**src/rtl/rpn_pkg.sv**
```systemverilog
`default_nettype none
package rpn_pkg;
  localparam int unsigned StackDepth = 64;
  localparam int unsigned PtrW = $clog2(StackDepth);
  localparam int unsigned CntW = $clog2(StackDepth + 1);

  typedef enum logic [2:0] {
    CMD_PUSH = 3'd0,
    CMD_ADD  = 3'd1,
    CMD_SUB  = 3'd2,
    CMD_MUL  = 3'd3,
    CMD_DIV  = 3'd4,
    CMD_POW  = 3'd5,
    CMD_END  = 3'd6,
    CMD_NOP  = 3'd7
  } cmd_t;

  typedef enum logic [2:0] {
    ST_OK        = 3'd0,
    ST_DIVZERO   = 3'd1,
    ST_UNDERFLOW = 3'd2,
    ST_OVERFLOW  = 3'd3,
    ST_NORESULT  = 3'd4
  } status_t;

  typedef enum logic [3:0] {
    S_IDLE, S_DECODE, S_RDR, S_RDL, S_EXEC, S_ITER, S_FIX, S_WRITE, S_RDTOP, S_TOPW, S_OUT
  } state_t;

  // controller to datapath
  typedef struct packed {
    logic       load_in;
    logic       rd_right;
    logic       rd_left;
    logic       rd_top;
    logic       cap_right;
    logic       cap_left;
    logic       cap_top;
    logic       start_op;
    logic       iter;
    logic       fix;
    logic       wr_push;
    logic       wr_res;
    logic       set_err;
    logic [2:0] err_code;
    logic       do_end;
    logic       load_out;
  } ctrl_t;

  // datapath to controller
  typedef struct packed {
    logic [2:0]      cmd;
    logic [CntW-1:0] sp;
    logic            err_set;
    logic            rhs_zero;
    logic            iter_last;
  } stat_t;
endpackage
`default_nettype wire

```
**src/rtl/rpn_ctrl.sv**
```systemverilog
`default_nettype none
module rpn_ctrl (
  input  wire logic           clk,
  input  wire logic           rst_n,
  input  wire logic           in_valid,
  output logic                in_ready,
  output logic                out_valid,
  input  wire logic           out_ready,
  input  wire rpn_pkg::stat_t stat,
  output rpn_pkg::ctrl_t      ctrl
);
  rpn_pkg::state_t state_r, state_nxt;
  logic ov_r, ov_nxt;
  logic out_free;

  assign out_free = !ov_r || out_ready;
  assign in_ready = (state_r == rpn_pkg::S_IDLE);
  assign out_valid = ov_r;

  // next state
  always_comb begin
    state_nxt = state_r;
    case (state_r)
      rpn_pkg::S_IDLE:   if (in_valid) state_nxt = rpn_pkg::S_DECODE;
      rpn_pkg::S_DECODE: begin
        if (stat.cmd == rpn_pkg::CMD_END) state_nxt = (stat.sp != '0) ? rpn_pkg::S_TOPW
                                                                    : rpn_pkg::S_OUT;
        else if (stat.err_set || stat.cmd == rpn_pkg::CMD_NOP) state_nxt = rpn_pkg::S_RDTOP;
        else if (stat.cmd == rpn_pkg::CMD_PUSH) begin
          if (stat.sp >= rpn_pkg::CntW'(rpn_pkg::StackDepth)) state_nxt = rpn_pkg::S_RDTOP;
          else state_nxt = rpn_pkg::S_WRITE;
        end else if (stat.sp < rpn_pkg::CntW'(2)) state_nxt = rpn_pkg::S_RDTOP;
        else state_nxt = rpn_pkg::S_RDR;
      end
      rpn_pkg::S_RDR:   state_nxt = rpn_pkg::S_RDL;
      rpn_pkg::S_RDL:   state_nxt = rpn_pkg::S_EXEC;
      rpn_pkg::S_EXEC: begin
        if (stat.cmd == rpn_pkg::CMD_DIV && stat.rhs_zero) state_nxt = rpn_pkg::S_RDTOP;
        else if (stat.cmd == rpn_pkg::CMD_ADD || stat.cmd == rpn_pkg::CMD_SUB ||
                 stat.cmd == rpn_pkg::CMD_MUL) state_nxt = rpn_pkg::S_WRITE;
        else state_nxt = rpn_pkg::S_ITER;
      end
      rpn_pkg::S_ITER:  if (stat.iter_last) state_nxt = rpn_pkg::S_FIX;
      rpn_pkg::S_FIX:   state_nxt = rpn_pkg::S_WRITE;
      rpn_pkg::S_WRITE: state_nxt = rpn_pkg::S_RDTOP;
      rpn_pkg::S_RDTOP: state_nxt = rpn_pkg::S_TOPW;
      rpn_pkg::S_TOPW:  state_nxt = rpn_pkg::S_OUT;
      rpn_pkg::S_OUT:   if (out_free) state_nxt = rpn_pkg::S_IDLE;
      default:          state_nxt = rpn_pkg::S_IDLE;
    endcase
  end

  // outputs
  always_comb begin
    ctrl = '0;
    ctrl.err_code = rpn_pkg::ST_OK;
    case (state_r)
      rpn_pkg::S_IDLE: ctrl.load_in = in_valid;
      rpn_pkg::S_DECODE: begin
        ctrl.rd_top = 1'b1;
        if (stat.cmd != rpn_pkg::CMD_END && !stat.err_set &&
            stat.cmd != rpn_pkg::CMD_NOP) begin
          if (stat.cmd == rpn_pkg::CMD_PUSH) begin
            if (stat.sp >= rpn_pkg::CntW'(rpn_pkg::StackDepth)) begin
              ctrl.set_err  = 1'b1;
              ctrl.err_code = rpn_pkg::ST_OVERFLOW;
            end
          end else if (stat.sp < rpn_pkg::CntW'(2)) begin
            ctrl.set_err  = 1'b1;
            ctrl.err_code = rpn_pkg::ST_UNDERFLOW;
          end
        end
      end
      rpn_pkg::S_RDR: begin
        ctrl.cap_right = 1'b1;
        ctrl.rd_left   = 1'b1;
      end
      rpn_pkg::S_RDL: ctrl.cap_left = 1'b1;
      rpn_pkg::S_EXEC: begin
        ctrl.start_op = 1'b1;
        if (stat.cmd == rpn_pkg::CMD_DIV && stat.rhs_zero) begin
          ctrl.set_err  = 1'b1;
          ctrl.err_code = rpn_pkg::ST_DIVZERO;
        end
      end
      rpn_pkg::S_ITER: ctrl.iter = 1'b1;
      rpn_pkg::S_FIX:  ctrl.fix = 1'b1;
      rpn_pkg::S_WRITE: begin
        if (stat.cmd == rpn_pkg::CMD_PUSH) ctrl.wr_push = 1'b1;
        else ctrl.wr_res = 1'b1;
      end
      rpn_pkg::S_RDTOP: ctrl.rd_top = 1'b1;
      rpn_pkg::S_TOPW:  ctrl.cap_top = 1'b1;
      rpn_pkg::S_OUT: begin
        ctrl.load_out = out_free;
        ctrl.do_end   = out_free && (stat.cmd == rpn_pkg::CMD_END);
      end
      default: ;
    endcase
  end

  // hold the result until taken
  always_comb begin
    ov_nxt = ov_r;
    if (out_ready) ov_nxt = 1'b0;
    if (ctrl.load_out) ov_nxt = 1'b1;
  end

  always_ff @(posedge clk) begin
    if (!rst_n) begin
      state_r <= rpn_pkg::S_IDLE;
      ov_r    <= 1'b0;
    end else begin
      state_r <= state_nxt;
      ov_r    <= ov_nxt;
    end
  end
endmodule
`default_nettype wire
```
**config.mk**
```make
export PLATFORM = sky130hd
export DESIGN_NAME = rpn_ctrl
export DESIGN_NICKNAME = d
export VERILOG_FILES = /design/src/rtl/rpn_pkg.sv /design/src/rtl/rpn_ctrl.sv
export SDC_FILE = /design/constraint.sdc
export NUM_CORES = 1
export LEC_CHECK = 0
export BUFFER_PORTS_ARGS = -buffer_cell sky130_fd_sc_hd__buf_2
export CORE_UTILIZATION = 39
export CTS_CLUSTER_SIZE = 28
export DETAILED_ROUTE_END_ITERATION = 12
export PLACE_DENSITY = 0.77
export SKIP_LAST_GASP = 1
export SYNTH_ARGS = -nofsm -noshare
export SYNTH_HDL_FRONTEND = slang
export SYNTH_SLANG_ARGS = --single-unit
export TNS_END_PERCENT = 30
```
**constraint.sdc**
```tcl
create_clock -name clk -period 2.1 [get_ports clk]
set_clock_uncertainty 0.05 [all_clocks]
set_input_delay 0.105 -clock clk [delete_from_list [all_inputs] [get_ports clk]]
set_output_delay 0.105 -clock clk [all_outputs]
set_load 0.02 [all_outputs]
```
* Yosys cells after proc, flatten, opt, wreduce, memory -nomap -nowiden
Index checks and enable logic that the tools add are counted.
** Word-level totals
- Flip-flop bits (word level) :: 5
- Output and inout bits :: 20
** Cells by class
- Order comparisons :: 2
- Equality and inequality tests :: 21
- Muxes and demuxes :: 32
- Reductions and logical operators :: 16
** Operator list (number)
- 4-bit 2-to-1 mux :: 14
- 4-bit one-hot mux with 11 select lines :: 1
- 4-bit by 3-bit == test with 1-bit output, second input constant :: 4
- 4-bit == test, second input constant :: 3
- 1-bit 2-to-1 mux :: 12
- 3-bit == test, second input constant :: 3
- 4-bit by 2-bit == test with 1-bit output, second input constant :: 2
- 2-bit 2-to-1 mux :: 4
- 4-bit one-hot mux with 2 select lines :: 1
- 7-bit >= comparator, second input constant :: 1
- 7-bit by 2-bit less-than comparator with 1-bit output, second input constant :: 1
- 7-bit nonzero test :: 1
- 3-bit by 2-bit == test with 1-bit output, second input constant :: 2
- 2-bit inequality test, second input constant :: 3
- 3-bit inequality test, second input constant :: 2
- 4-bit by 1-bit == test with 1-bit output, second input constant :: 1
- 1-bit logical AND :: 4
- 4-bit logical NOT :: 1
- 1-bit logical OR :: 4
- 3-bit by 1-bit == test with 1-bit output, second input constant :: 1
- 3-bit logical NOT :: 1
- 3-bit AND reduction :: 1
- 1-bit logical NOT :: 2
- 2-bit nonzero test :: 1
- 2-bit OR reduction :: 1

* Depth between registers and ports, before layout
Gate-level depths: netlist (run 1).
- Word-level depth :: 6
- Mapped depth :: 6
- Gate-level depth less buffers :: 4

* Worst setup path after synthesis (run 1)
No wires, ideal clock.
- Path kind :: register to output
- From :: register state_r[1]
- To :: output ctrl[2] (netlist bit)
- Arrival :: 1.838 ns
- Setup slack :: 0.107 ns
- Stages on the path, launching flop included :: 6
- Buffers on the path :: 2
- Path through :: dfxtp_1 buf_6 clkbuf_1 nor3_1 a31oi_1 nor3_1
** RTL lines
- start, declared :: line rpn_ctrl.sv:12 : rpn_pkg::state_t state_r, state_nxt;
- start signal, assigned :: line rpn_ctrl.sv:111 : state_r <= rpn_pkg::S_IDLE;
- start signal, assigned :: line rpn_ctrl.sv:114 : state_r <= state_nxt;
- end, declared :: line rpn_ctrl.sv:10 : output rpn_pkg::ctrl_t ctrl

==> run_summary.xml, run 1 <==
<?xml version="1.0" encoding="UTF-8"?>
<metrics>
  <group name="drt">
    <metric name="routed_wl" unit="um">1660</metric>
    <metric name="post_drt_wl_per_cell" unit="um">10.9</metric>
    <metric name="ant_nets" unit="">0</metric>
    <metric name="drt-vias-per-instance" unit="">5.36</metric>
    <metric name="num_vias" unit="">815</metric>
    <metric name="detailedRoute.firstIterationViolations" unit="">36</metric>
    <metric name="first_pass_iters" unit="">8</metric>
    <metric name="post-route-drc-count" unit="">3</metric>
  </group>
  <group name="floorplan">
    <metric name="die-width" unit="um">44.3</metric>
    <metric name="start_util" unit="%">43.7</metric>
    <metric name="rows" unit="">14</metric>
    <metric name="floorplan.die.height" unit="um">44.3</metric>
    <metric name="ioPinCount" unit="">37</metric>
    <metric name="core" unit="um2">1590</metric>
    <metric name="dieArea" unit="um2">1960</metric>
  </group>
  <group name="worst_setup_path">
    <metric name="critPathArrivalTime" unit="ps">1800</metric>
    <metric name="crit_required" unit="ps">1950</metric>
    <metric name="critPathSlowestCell" unit="">or4b_4</metric>
    <metric name="critical_path_peak_fanout" unit="">10</metric>
    <metric name="critical-path-max-stage-delay" unit="ps">590</metric>
    <metric name="crit_family" unit="">simple AND/OR/NAND/NOR gates</metric>
    <metric name="critical_path_buf_inv_count" unit="">1</metric>
    <metric name="timing_worst_setup_path_type" unit="">reg -&gt; out</metric>
    <metric name="worstSetupEndpointType" unit="">output pin</metric>
    <metric name="critical_path.cell_chain" unit="">or4b_4 -&gt; nor4b_2 -&gt; a31oi_1 -&gt; nor3_1 -&gt; buf_2</metric>
    <metric name="timing.critical_path.from_type" unit="">flip-flop</metric>
  </group>
  <group name="pwr">
    <metric name="total_power" unit="mW">0.882</metric>
    <metric name="power.leakage" unit="nW">0.402</metric>
    <metric name="power.ir.vdd_worst" unit="V">0.000355</metric>
    <metric name="power_per_unit_of_standard_cell_area" unit="nW/um2">987</metric>
  </group>
  <group name="placed_design">
    <metric name="dp_slack" unit="ps">376</metric>
    <metric name="port_buffers" unit="">34</metric>
    <metric name="dpl_hpwl" unit="um">1310</metric>
    <metric name="final_wtd_congestion" unit="">0.776</metric>
  </group>
  <group name="synth">
    <metric name="synth.avg_cell_area" unit="um2">7.34</metric>
    <metric name="yosysTopAreaCellShare" unit="%">14.4</metric>
    <metric name="netlist_area" unit="um2">697</metric>
    <metric name="synth_flop_cell" unit="">dfxtp_1</metric>
    <metric name="synth.distinct_cells" unit="">45</metric>
    <metric name="synth.ff_latch_count" unit="">5</metric>
    <metric name="synth_seq_area_share" unit="%">14.4</metric>
    <metric name="yosys_warnings" unit="">0</metric>
    <metric name="cell_taking_the_most_area_after_synthesis" unit="">dfxtp_1</metric>
    <metric name="ys_top_cells_by_area" unit="">dfxtp_1 (14%), nor2_1 (6.5%), nor3_1 (5.0%)</metric>
    <metric name="synth-async-reset-ratio" unit="%">0</metric>
    <metric name="syn-instance-count" unit="">95</metric>
    <metric name="synth_edf_count" unit="">0</metric>
  </group>
  <group name="clocking">
    <metric name="cts_made_buffers" unit="">3</metric>
    <metric name="master_cell_of_the_clock_root_buffer" unit="">clkbuf_4</metric>
    <metric name="cts.htree.levels" unit="">1</metric>
    <metric name="cts-hold-fix-buffers" unit="">0</metric>
    <metric name="clock_sink_count" unit="">5</metric>
    <metric name="ctsLongestPathBuffers" unit="">2</metric>
    <metric name="worst_skew_pair.late_latency" unit="ps">230</metric>
    <metric name="tritoncts" unit="">yes</metric>
    <metric name="clk_pin_slew_worst_paths" unit="ps">40</metric>
  </group>
  <group name="run">
    <metric name="cap_violations" unit="">0</metric>
  </group>
  <group name="global_routing">
    <metric name="overflow" unit="">0</metric>
    <metric name="grt_antenna_before_repair" unit="">0</metric>
    <metric name="first_global_vias" unit="">688</metric>
    <metric name="grt_first_pass_wirelength" unit="um">2920</metric>
    <metric name="groute.usage.overall" unit="%">19.4</metric>
    <metric name="largest_net_degree_at_the_start_of_global_routing" unit="">19</metric>
  </group>
  <group name="sta">
    <metric name="timing_max_transition_violations_final" unit="">0</metric>
    <metric name="final_hold_viol_count" unit="">0</metric>
    <metric name="finalCriticalPeriod" unit="ps">1950</metric>
    <metric name="fmax" unit="MHz">513</metric>
    <metric name="grt_setup_unrepaired" unit="">no</metric>
    <metric name="setup_viol_count_final" unit="">0</metric>
    <metric name="worst_slack" unit="ps">149</metric>
    <metric name="finalCritPeriodShare" unit="%">92.9</metric>
    <metric name="setup-tns-final" unit="ps">0</metric>
  </group>
  <group name="status">
    <metric name="status" unit="">finished, violations left</metric>
    <metric name="violations" unit="">design-rule violations</metric>
  </group>
  <group name="worst_hold_path">
    <metric name="hold_class" unit="">in -&gt; reg</metric>
  </group>
  <group name="finish">
    <metric name="layout.cells.most_common_list" unit="">buf_2 (34), nor2_1 (12), nor3_1 (7)</metric>
    <metric name="flow.area_growth_from_synthesis" unit="%">28.2</metric>
    <metric name="insertedDiodeCount" unit="">0</metric>
    <metric name="nets" unit="">146</metric>
    <metric name="layout-drive-gt1-share" unit="%">39.8</metric>
    <metric name="layout_commonest_cell" unit="">buf_2</metric>
  </group>
</metrics>
-- cell type report --
type / instances / area, um2
Sequential cell: 5 / 101
Timing Repair Buffer: 39 / 208
Fill cell: 157 / 701
Clock buffer: 4 / 26.3
Tap cell: 24 / 30.0
Inverter: 3 / 11.3
Multi-Input combinational cell: 77 / 517
-- cells by family (layout without fill, tap and decap cells) --
group                     Yosys count  count (layout)  synth area share [%]
AOI/OAI and AO/OA                  24              24                  25.5
xor gates and xnor gates            1               1                  1.26
buffers and inverters              14              46                  12.0
DFF                                 5               5                  14.4
other                               1               2                 0.538
and+or+nand+nor                    50              50                  46.3
-- cells in the mapped netlist, types with 3 or more instances --
cell      number
a21oi_1        4
buf_4          4
clkbuf_1       4
dfxtp_1        5
nand2b_1       4
nand3b_1       3
nor2_1        12
nor3_1         7
nor4_1         3
o21ai_0        5
or3_1          3
-- per-stage QoR --
stage / std cells / hold WS [ps] / util, % / cell area (um2)
2_1_floorplan: 96 / 173 / - / 701
3_3_place_gp: 147 / 302 / 53.8 / 858
3_5_place_dp: 147 / 304 / 53.8 / 858
4_1_cts: 151 / 55.7 / 55.5 / 885
5_1_grt: 152 / 64.4 / 56.0 / 893
6_report: 152 / 61.6 / 56.0 / 893
-- what timing repair did --
action,4_1_cts,5_1_grt
resized for setup,0,1
setup endpoints to repair,0,1
setup buffers,0,1
-- flip-flops by register name (all words and copies together) (netlist names) --
signal     cells
state_r        4
out_valid      1
-- metal layers --
metal / wire (um) / global-route usage, % / vias up
li1: - / - / 417
met1: 806 / 27.8 / 351
met2: 704 / 30.0 / 45
met3: 131 / 1.63 / 2
met4: 17 / 7.27 / 0
met5: 0 / 0 / -
-- path summary, 6_finish.rpt --
path / startpoint / end / slack [ps] / cells past startpoint
setup / recovery: state_r[2] / ctrl[2] / 150 / 5
hold / removal: rst_n / state_r[2] / 60 / 2
setup reg to reg: state_r[2] / state_r[1] / 400 / 5
hold reg to reg: out_valid / out_valid / 620 / 3
-- worst reg2reg max path, cell delays in order, from the launching register on --
cell      delay, ps
dfxtp_2         350
or4b_4          590
buf_4           170
nor3_2          140
nand3_1         110
a311oi_2        210
-- where the power goes --
| group | leakage [nW] | switching, mW | total [mW] | internal, mW |
|---|---|---|---|---|
| Combinational | 0.346 | 0.357 | 0.622 | 0.264 |
| Clock | 0.0150 | 0.0351 | 0.107 | 0.0716 |
| Sequential | 0.0414 | 0.0297 | 0.153 | 0.124 |
| Total | 0.402 | 0.422 | 0.882 | 0.459 |
Note: power is estimated with default switching activity, not from simulation.
==> inputs of run 2 (changes only) <==
--- a/config.mk
+++ b/config.mk
@@ -9,6 +9,7 @@
 export CORE_UTILIZATION = 39
 export CTS_CLUSTER_SIZE = 28
 export DETAILED_ROUTE_END_ITERATION = 12
+export GPL_ROUTABILITY_DRIVEN = 1
 export PLACE_DENSITY = 0.77
 export SKIP_LAST_GASP = 1
 export SYNTH_ARGS = -nofsm -noshare
==> constraint.sdc (replaced) <==
create_clock -name clk -period 1.8 [get_ports clk]
set_clock_uncertainty 0.05 [all_clocks]
set_input_delay 0.09 -clock clk [delete_from_list [all_inputs] [get_ports clk]]
set_output_delay 0.09 -clock clk [all_outputs]
set_load 0.02 [all_outputs]
==> run_summary.xml, run 2 (synthesis gave the netlist of run 1 again) <==
<?xml version="1.0" encoding="UTF-8"?>
<metrics>
  <group name="global_routing">
    <metric name="overflow" unit="">0</metric>
    <metric name="groute.usage.overall" unit="%">22.0</metric>
    <metric name="largest_net_degree_at_the_start_of_global_routing" unit="">19</metric>
    <metric name="first_global_vias" unit="">784</metric>
    <metric name="grt_first_pass_wirelength" unit="um">3260</metric>
    <metric name="grt_antenna_before_repair" unit="">0</metric>
  </group>
  <group name="clocking">
    <metric name="worst_skew_pair.late_latency" unit="ps">250</metric>
    <metric name="clock_sink_count" unit="">5</metric>
    <metric name="master_cell_of_the_clock_root_buffer" unit="">clkbuf_4</metric>
    <metric name="cts.htree.levels" unit="">1</metric>
    <metric name="cts_made_buffers" unit="">3</metric>
    <metric name="clk_pin_slew_worst_paths" unit="ps">50</metric>
    <metric name="tritoncts" unit="">yes</metric>
    <metric name="ctsLongestPathBuffers" unit="">2</metric>
  </group>
  <group name="worst_setup_path">
    <metric name="critPathSlowestCell" unit="">or4b_4</metric>
    <metric name="critical-path-max-stage-delay" unit="ps">530</metric>
    <metric name="setup_slack_reg_to_reg" unit="ps">150</metric>
    <metric name="critical_path.cell_chain" unit="">or4b_4 -&gt; nor4b_2 -&gt; a31oi_1 -&gt; nor3_2 -&gt; buf_4</metric>
    <metric name="critPathArrivalTime" unit="ps">1710</metric>
    <metric name="timing.critical_path.from_type" unit="">flip-flop</metric>
    <metric name="cp-endpoint" unit="">ctrl[2]</metric>
    <metric name="timing_worst_setup_path_type" unit="">reg -&gt; out</metric>
    <metric name="timing.rr.end" unit="">state_r[0]</metric>
    <metric name="crit_family" unit="">simple AND/OR/NAND/NOR gates</metric>
    <metric name="ff2ff_path_depth" unit="">5</metric>
    <metric name="crit_required" unit="ps">1660</metric>
    <metric name="cp_num_cells" unit="">5</metric>
    <metric name="startpoint" unit="">state_r[3]</metric>
    <metric name="crit-reg2reg-launch" unit="">state_r[2]</metric>
    <metric name="worstSetupEndpointType" unit="">output pin</metric>
    <metric name="critical_path_peak_fanout" unit="">8</metric>
    <metric name="critical_path_buf_inv_count" unit="">1</metric>
  </group>
  <group name="pwr">
    <metric name="total_power" unit="mW">1.08</metric>
    <metric name="power.ir.vdd_worst" unit="V">0.000408</metric>
    <metric name="power.leakage" unit="nW">0.412</metric>
    <metric name="power_per_unit_of_standard_cell_area" unit="nW/um2">1180</metric>
  </group>
  <group name="sta">
    <metric name="timing.hold.ws" unit="ps">53.1</metric>
    <metric name="finalCritPeriodShare" unit="%">103</metric>
    <metric name="worst_slack" unit="ps">-54.0</metric>
    <metric name="timing_max_transition_violations_final" unit="">0</metric>
    <metric name="fmax" unit="MHz">539</metric>
    <metric name="setup_viol_count_final" unit="">1</metric>
    <metric name="finalCriticalPeriod" unit="ps">1850</metric>
    <metric name="final_hold_viol_count" unit="">0</metric>
    <metric name="grt_setup_unrepaired" unit="">yes</metric>
  </group>
  <group name="drt">
    <metric name="ant_nets" unit="">0</metric>
    <metric name="num_vias" unit="">844</metric>
    <metric name="post_drt_wl_per_cell" unit="um">12.3</metric>
    <metric name="post-route-drc-count" unit="">1</metric>
    <metric name="detailedRoute.firstIterationViolations" unit="">21</metric>
    <metric name="routed_wl" unit="um">1880</metric>
    <metric name="first_pass_iters" unit="">10</metric>
    <metric name="drt-vias-per-instance" unit="">5.52</metric>
  </group>
  <group name="finish">
    <metric name="layout-drive-gt1-share" unit="%">41.9</metric>
    <metric name="nets" unit="">147</metric>
    <metric name="largest_register" unit="">state_r</metric>
    <metric name="largest_reg_flops" unit="">4</metric>
    <metric name="layout.cells.most_common_list" unit="">buf_2 (33), nor2_1 (12), buf_4 (7)</metric>
    <metric name="final_cell_area" unit="um2">913</metric>
    <metric name="fill_cells" unit="">154</metric>
    <metric name="layout_commonest_cell" unit="">buf_2</metric>
    <metric name="insertedDiodeCount" unit="">0</metric>
    <metric name="final-instance-count-excl-fill" unit="">153</metric>
    <metric name="flow.area_growth_from_synthesis" unit="%">31.1</metric>
  </group>
  <group name="status">
    <metric name="violations" unit="">design-rule violations, negative setup slack</metric>
    <metric name="status" unit="">finished, violations left</metric>
  </group>
  <group name="placed_design">
    <metric name="port_buffers" unit="">34</metric>
    <metric name="dpl_hpwl" unit="um">1440</metric>
    <metric name="numPlacedInstances" unit="">148</metric>
    <metric name="final_wtd_congestion" unit="">0.757</metric>
    <metric name="postPlaceCellArea" unit="um2">876</metric>
  </group>
  <group name="floorplan">
    <metric name="start_util" unit="%">43.7</metric>
    <metric name="floorplan.die.height" unit="um">44.3</metric>
    <metric name="rows" unit="">14</metric>
    <metric name="die-width" unit="um">44.3</metric>
    <metric name="dieArea" unit="um2">1960</metric>
    <metric name="core" unit="um2">1590</metric>
    <metric name="ioPinCount" unit="">37</metric>
  </group>
  <group name="worst_hold_path">
    <metric name="hold_class" unit="">in -&gt; reg</metric>
  </group>
  <group name="run">
    <metric name="cap_violations" unit="">0</metric>
  </group>
</metrics>
run 2: worst min path at each step:
stage / start / end / slack, ps / cells past startpoint
after floorplan: rst_n / state_r[2] / 160 / 1
after global placement: rst_n / state_r[2] / 290 / 2
after detailed placement: rst_n / state_r[2] / 310 / 2
after CTS: rst_n / state_r[3] / 40 / 2
after global routing: rst_n / state_r[2] / 60 / 2
final: rst_n / state_r[3] / 50 / 2
run 2: what timing repair did:
item / 4_1_cts / 5_1_grt
pin swaps: 1 / 1
gates resized for setup: 2 / 0
endpoints found under the setup margin: 2 / 4
setup buffers: 1 / 0
hold buffers: 0 / 0
run 2: cell type report:
type	instances	area, um2	share of cell area, %
inverter	3	11.3	1.23
timing repair buffer	40	218	23.8
tap	24	30.0	3.29
clock buffer	4	26.3	2.88
sequential	5	101	11.1
multi-input combinational	77	527	57.7
run 2: where the power goes:
group	total, mW	internal (mW)	switching (mW)
combinational	0.770	0.323	0.447
clock	0.135	0.0841	0.0509
sequential	0.175	0.145	0.0296
total	1.08	0.552	0.528
run 2: layer usage:
layer  up-vias  global-route usage [%]  wire length [um]
met5         -                       0                 0
met4         0                    10.9                21
met3         2                    1.22               115
met2        46                    38.5               918
met1       377                    27.2               829
li1        419                       -                 -
run 2: per-stage QoR:
stage / setup TNS, ps / setup WS [ps] / utilization, %
global placement: 0 / 172 / 54.9
floorplan: -101 / -50.5 / -
detailed placement: 0 / 140 / 54.9
CTS: -169 / -120 / 57.3
finish: -54.0 / -54.0 / 57.3
global route: -210 / -129 / 57.3
==> inputs of run 3 (changes only) <==
--- a/config.mk
+++ b/config.mk
@@ -6,7 +6,9 @@
 export NUM_CORES = 1
 export LEC_CHECK = 0
 export BUFFER_PORTS_ARGS = -buffer_cell sky130_fd_sc_hd__buf_2
+export CAP_MARGIN = 20
 export CORE_UTILIZATION = 39
+export CTS_CLUSTER_DIAMETER = 150
 export CTS_CLUSTER_SIZE = 28
 export DETAILED_ROUTE_END_ITERATION = 12
 export GPL_ROUTABILITY_DRIVEN = 1
==> constraint.sdc (replaced) <==
create_clock -name clk -period 1.8 [get_ports clk]
set_clock_uncertainty 0.05 [all_clocks]
set_input_delay 0.09 -clock clk [delete_from_list [all_inputs] [get_ports clk]]
set_output_delay 0.09 -clock clk [all_outputs]
set_load 0.1 [all_outputs]
==> run_summary.xml, run 3 (synthesis gave the netlist of run 1 again) <==
<?xml version="1.0" encoding="UTF-8"?>
<metrics>
  <group name="finish">
    <metric name="flow.area_growth_from_synthesis" unit="%">79.5</metric>
    <metric name="insertedDiodeCount" unit="">0</metric>
    <metric name="multi_input_comb_area" unit="um2">623</metric>
    <metric name="layout.cells.most_common_list" unit="">buf_2 (21), buf_12 (13), nor2_1 (12)</metric>
    <metric name="final-seq-area" unit="um2">105</metric>
    <metric name="layout-drive-gt1-share" unit="%">51.5</metric>
    <metric name="nets" unit="">152</metric>
    <metric name="largest_reg_flops" unit="">4</metric>
    <metric name="largest_register" unit="">state_r</metric>
    <metric name="final_cell_area" unit="um2">1250</metric>
    <metric name="fill_cells" unit="">112</metric>
    <metric name="layout_commonest_cell" unit="">buf_2</metric>
    <metric name="final-instance-count-excl-fill" unit="">158</metric>
  </group>
  <group name="worst_setup_path">
    <metric name="timing.critical_path.from_type" unit="">flip-flop</metric>
    <metric name="timing_worst_setup_path_type" unit="">reg -&gt; out</metric>
    <metric name="critical-path-max-stage-delay" unit="ps">560</metric>
    <metric name="critPathArrivalTime" unit="ps">1810</metric>
    <metric name="crit_required" unit="ps">1660</metric>
    <metric name="critical_path_peak_fanout" unit="">2</metric>
    <metric name="critPathSlowestCell" unit="">or4b_4</metric>
    <metric name="critical_path.cell_chain" unit="">or4b_4 -&gt; buf_6 -&gt; nor3b_4 -&gt; a41o_4 -&gt; buf_12</metric>
    <metric name="worstSetupEndpointType" unit="">output pin</metric>
    <metric name="critical_path_buf_inv_count" unit="">2</metric>
    <metric name="crit_family" unit="">simple AND/OR/NAND/NOR gates</metric>
  </group>
  <group name="clocking">
    <metric name="worst_skew_pair.late_latency" unit="ps">250</metric>
    <metric name="ctsLongestPathBuffers" unit="">2</metric>
    <metric name="cts.htree.levels" unit="">1</metric>
    <metric name="clk_pin_slew_worst_paths" unit="ps">40</metric>
    <metric name="master_cell_of_the_clock_root_buffer" unit="">clkbuf_4</metric>
    <metric name="cts_made_buffers" unit="">3</metric>
    <metric name="tritoncts" unit="">yes</metric>
    <metric name="clock_sink_count" unit="">5</metric>
  </group>
  <group name="pwr">
    <metric name="power.leakage" unit="nW">0.513</metric>
    <metric name="power.ir.vdd_worst" unit="V">0.00106</metric>
    <metric name="power_per_unit_of_standard_cell_area" unit="nW/um2">1480</metric>
  </group>
  <group name="worst_hold_path">
    <metric name="hold_class" unit="">in -&gt; reg</metric>
  </group>
  <group name="floorplan">
    <metric name="dieArea" unit="um2">1960</metric>
    <metric name="core" unit="um2">1590</metric>
    <metric name="die-width" unit="um">44.3</metric>
    <metric name="floorplan.die.height" unit="um">44.3</metric>
    <metric name="rows" unit="">14</metric>
    <metric name="ioPinCount" unit="">37</metric>
    <metric name="start_util" unit="%">43.7</metric>
  </group>
  <group name="status">
    <metric name="violations" unit="">design-rule violations, negative setup slack</metric>
    <metric name="status" unit="">finished, violations left</metric>
  </group>
  <group name="placed_design">
    <metric name="port_buffers" unit="">34</metric>
    <metric name="dp_slack" unit="ps">62.0</metric>
    <metric name="postPlaceCellArea" unit="um2">1190</metric>
    <metric name="final_wtd_congestion" unit="">0.791</metric>
    <metric name="dpl_hpwl" unit="um">1750</metric>
    <metric name="numPlacedInstances" unit="">153</metric>
  </group>
  <group name="sta">
    <metric name="finalCriticalPeriod" unit="ps">1950</metric>
    <metric name="worst_slack" unit="ps">-150</metric>
    <metric name="setup_viol_count_final" unit="">4</metric>
    <metric name="timing_max_transition_violations_final" unit="">0</metric>
    <metric name="timing.hold.ws" unit="ps">45.5</metric>
    <metric name="final_hold_viol_count" unit="">0</metric>
    <metric name="tightest_slew" unit="ps">486</metric>
    <metric name="slew-limit-headroom" unit="%">66.7</metric>
    <metric name="finalCritPeriodShare" unit="%">108</metric>
    <metric name="fmax" unit="MHz">513</metric>
    <metric name="grt_setup_unrepaired" unit="">yes</metric>
  </group>
  <group name="drt">
    <metric name="routed_wl" unit="um">2310</metric>
    <metric name="drt-vias-per-instance" unit="">5.75</metric>
    <metric name="post_drt_wl_per_cell" unit="um">14.6</metric>
    <metric name="ant_nets" unit="">0</metric>
    <metric name="first_pass_iters" unit="">8</metric>
    <metric name="post-route-drc-count" unit="">2</metric>
    <metric name="num_vias" unit="">908</metric>
    <metric name="detailedRoute.firstIterationViolations" unit="">10</metric>
  </group>
  <group name="run">
    <metric name="cap_violations" unit="">0</metric>
  </group>
  <group name="global_routing">
    <metric name="grt_first_pass_wirelength" unit="um">3680</metric>
    <metric name="largest_net_degree_at_the_start_of_global_routing" unit="">19</metric>
    <metric name="grt_antenna_before_repair" unit="">0</metric>
    <metric name="first_global_vias" unit="">849</metric>
    <metric name="overflow" unit="">0</metric>
    <metric name="groute.usage.overall" unit="%">25.1</metric>
  </group>
</metrics>
## run 3: changes by cell type in the layout (fill, tap and decap cells not counted), sizes merged
cell	previous run	this run
buf	40	45
## run 3: what timing repair did
action,in CTS,in global routing
pin swaps,3,1
setup endpoints to repair,4,6
resized for setup,4,2
hold buffers,0,0
buffers inserted,1,0
## run 3: cell type report
type	count	share of cell area, %
Sequential cell	5	8.40
Tap cell	24	2.40
Clock buffer	4	2.10
Multi-Input combinational cell	77	49.8
Inverter	3	0.900
Timing Repair Buffer	45	36.4
## run 3: worst paths after layout
| kind | startpoint | end | slack (ps) | cells past startpoint |
|---|---|---|---|---|
| hold / removal | rst_n | state_r[2] | 50 | 2 |
| setup reg to reg | state_r[2] | state_r[1] | 50 | 6 |
| hold reg to reg | out_valid | out_valid | 660 | 3 |
| setup / recovery | state_r[2] | ctrl[5] | -150 | 5 |
## run 3: worst register-to-register path, stage by stage, from the launching register on
cell and delay [ps]:
dfxtp_2 310, or4b_4 560, buf_6 150, buf_4 140
nor3_2 140, nand3_1 100, a311oi_2 200
## run 3: through the flow
step	power (mW)	TNS (ps)	utilization [%]
after global routing	1.94	-748	78.5
after CTS	1.84	-552	77.8
after detailed placement	1.66	0	74.5
after floorplan	1.39	-5320	-
after global placement	1.63	0	74.5
final	1.86	-503	78.5
## run 3: power by group
| part | leakage, nW | internal (mW) | switching, mW |
|---|---|---|---|
| Clock | 0.0150 | 0.0843 | 0.0544 |
| Sequential | 0.0420 | 0.151 | 0.0292 |
| Combinational | 0.456 | 0.495 | 1.04 |
| Total | 0.513 | 0.730 | 1.13 |
## run 3: metal layers
layer,global-route usage (%),wire length (um),vias up
li1,-,-,427
met1,28.5,904,423
met2,47.1,1210,51
met3,3.27,162,7
met4,9.09,41,0
met5,0,0,-
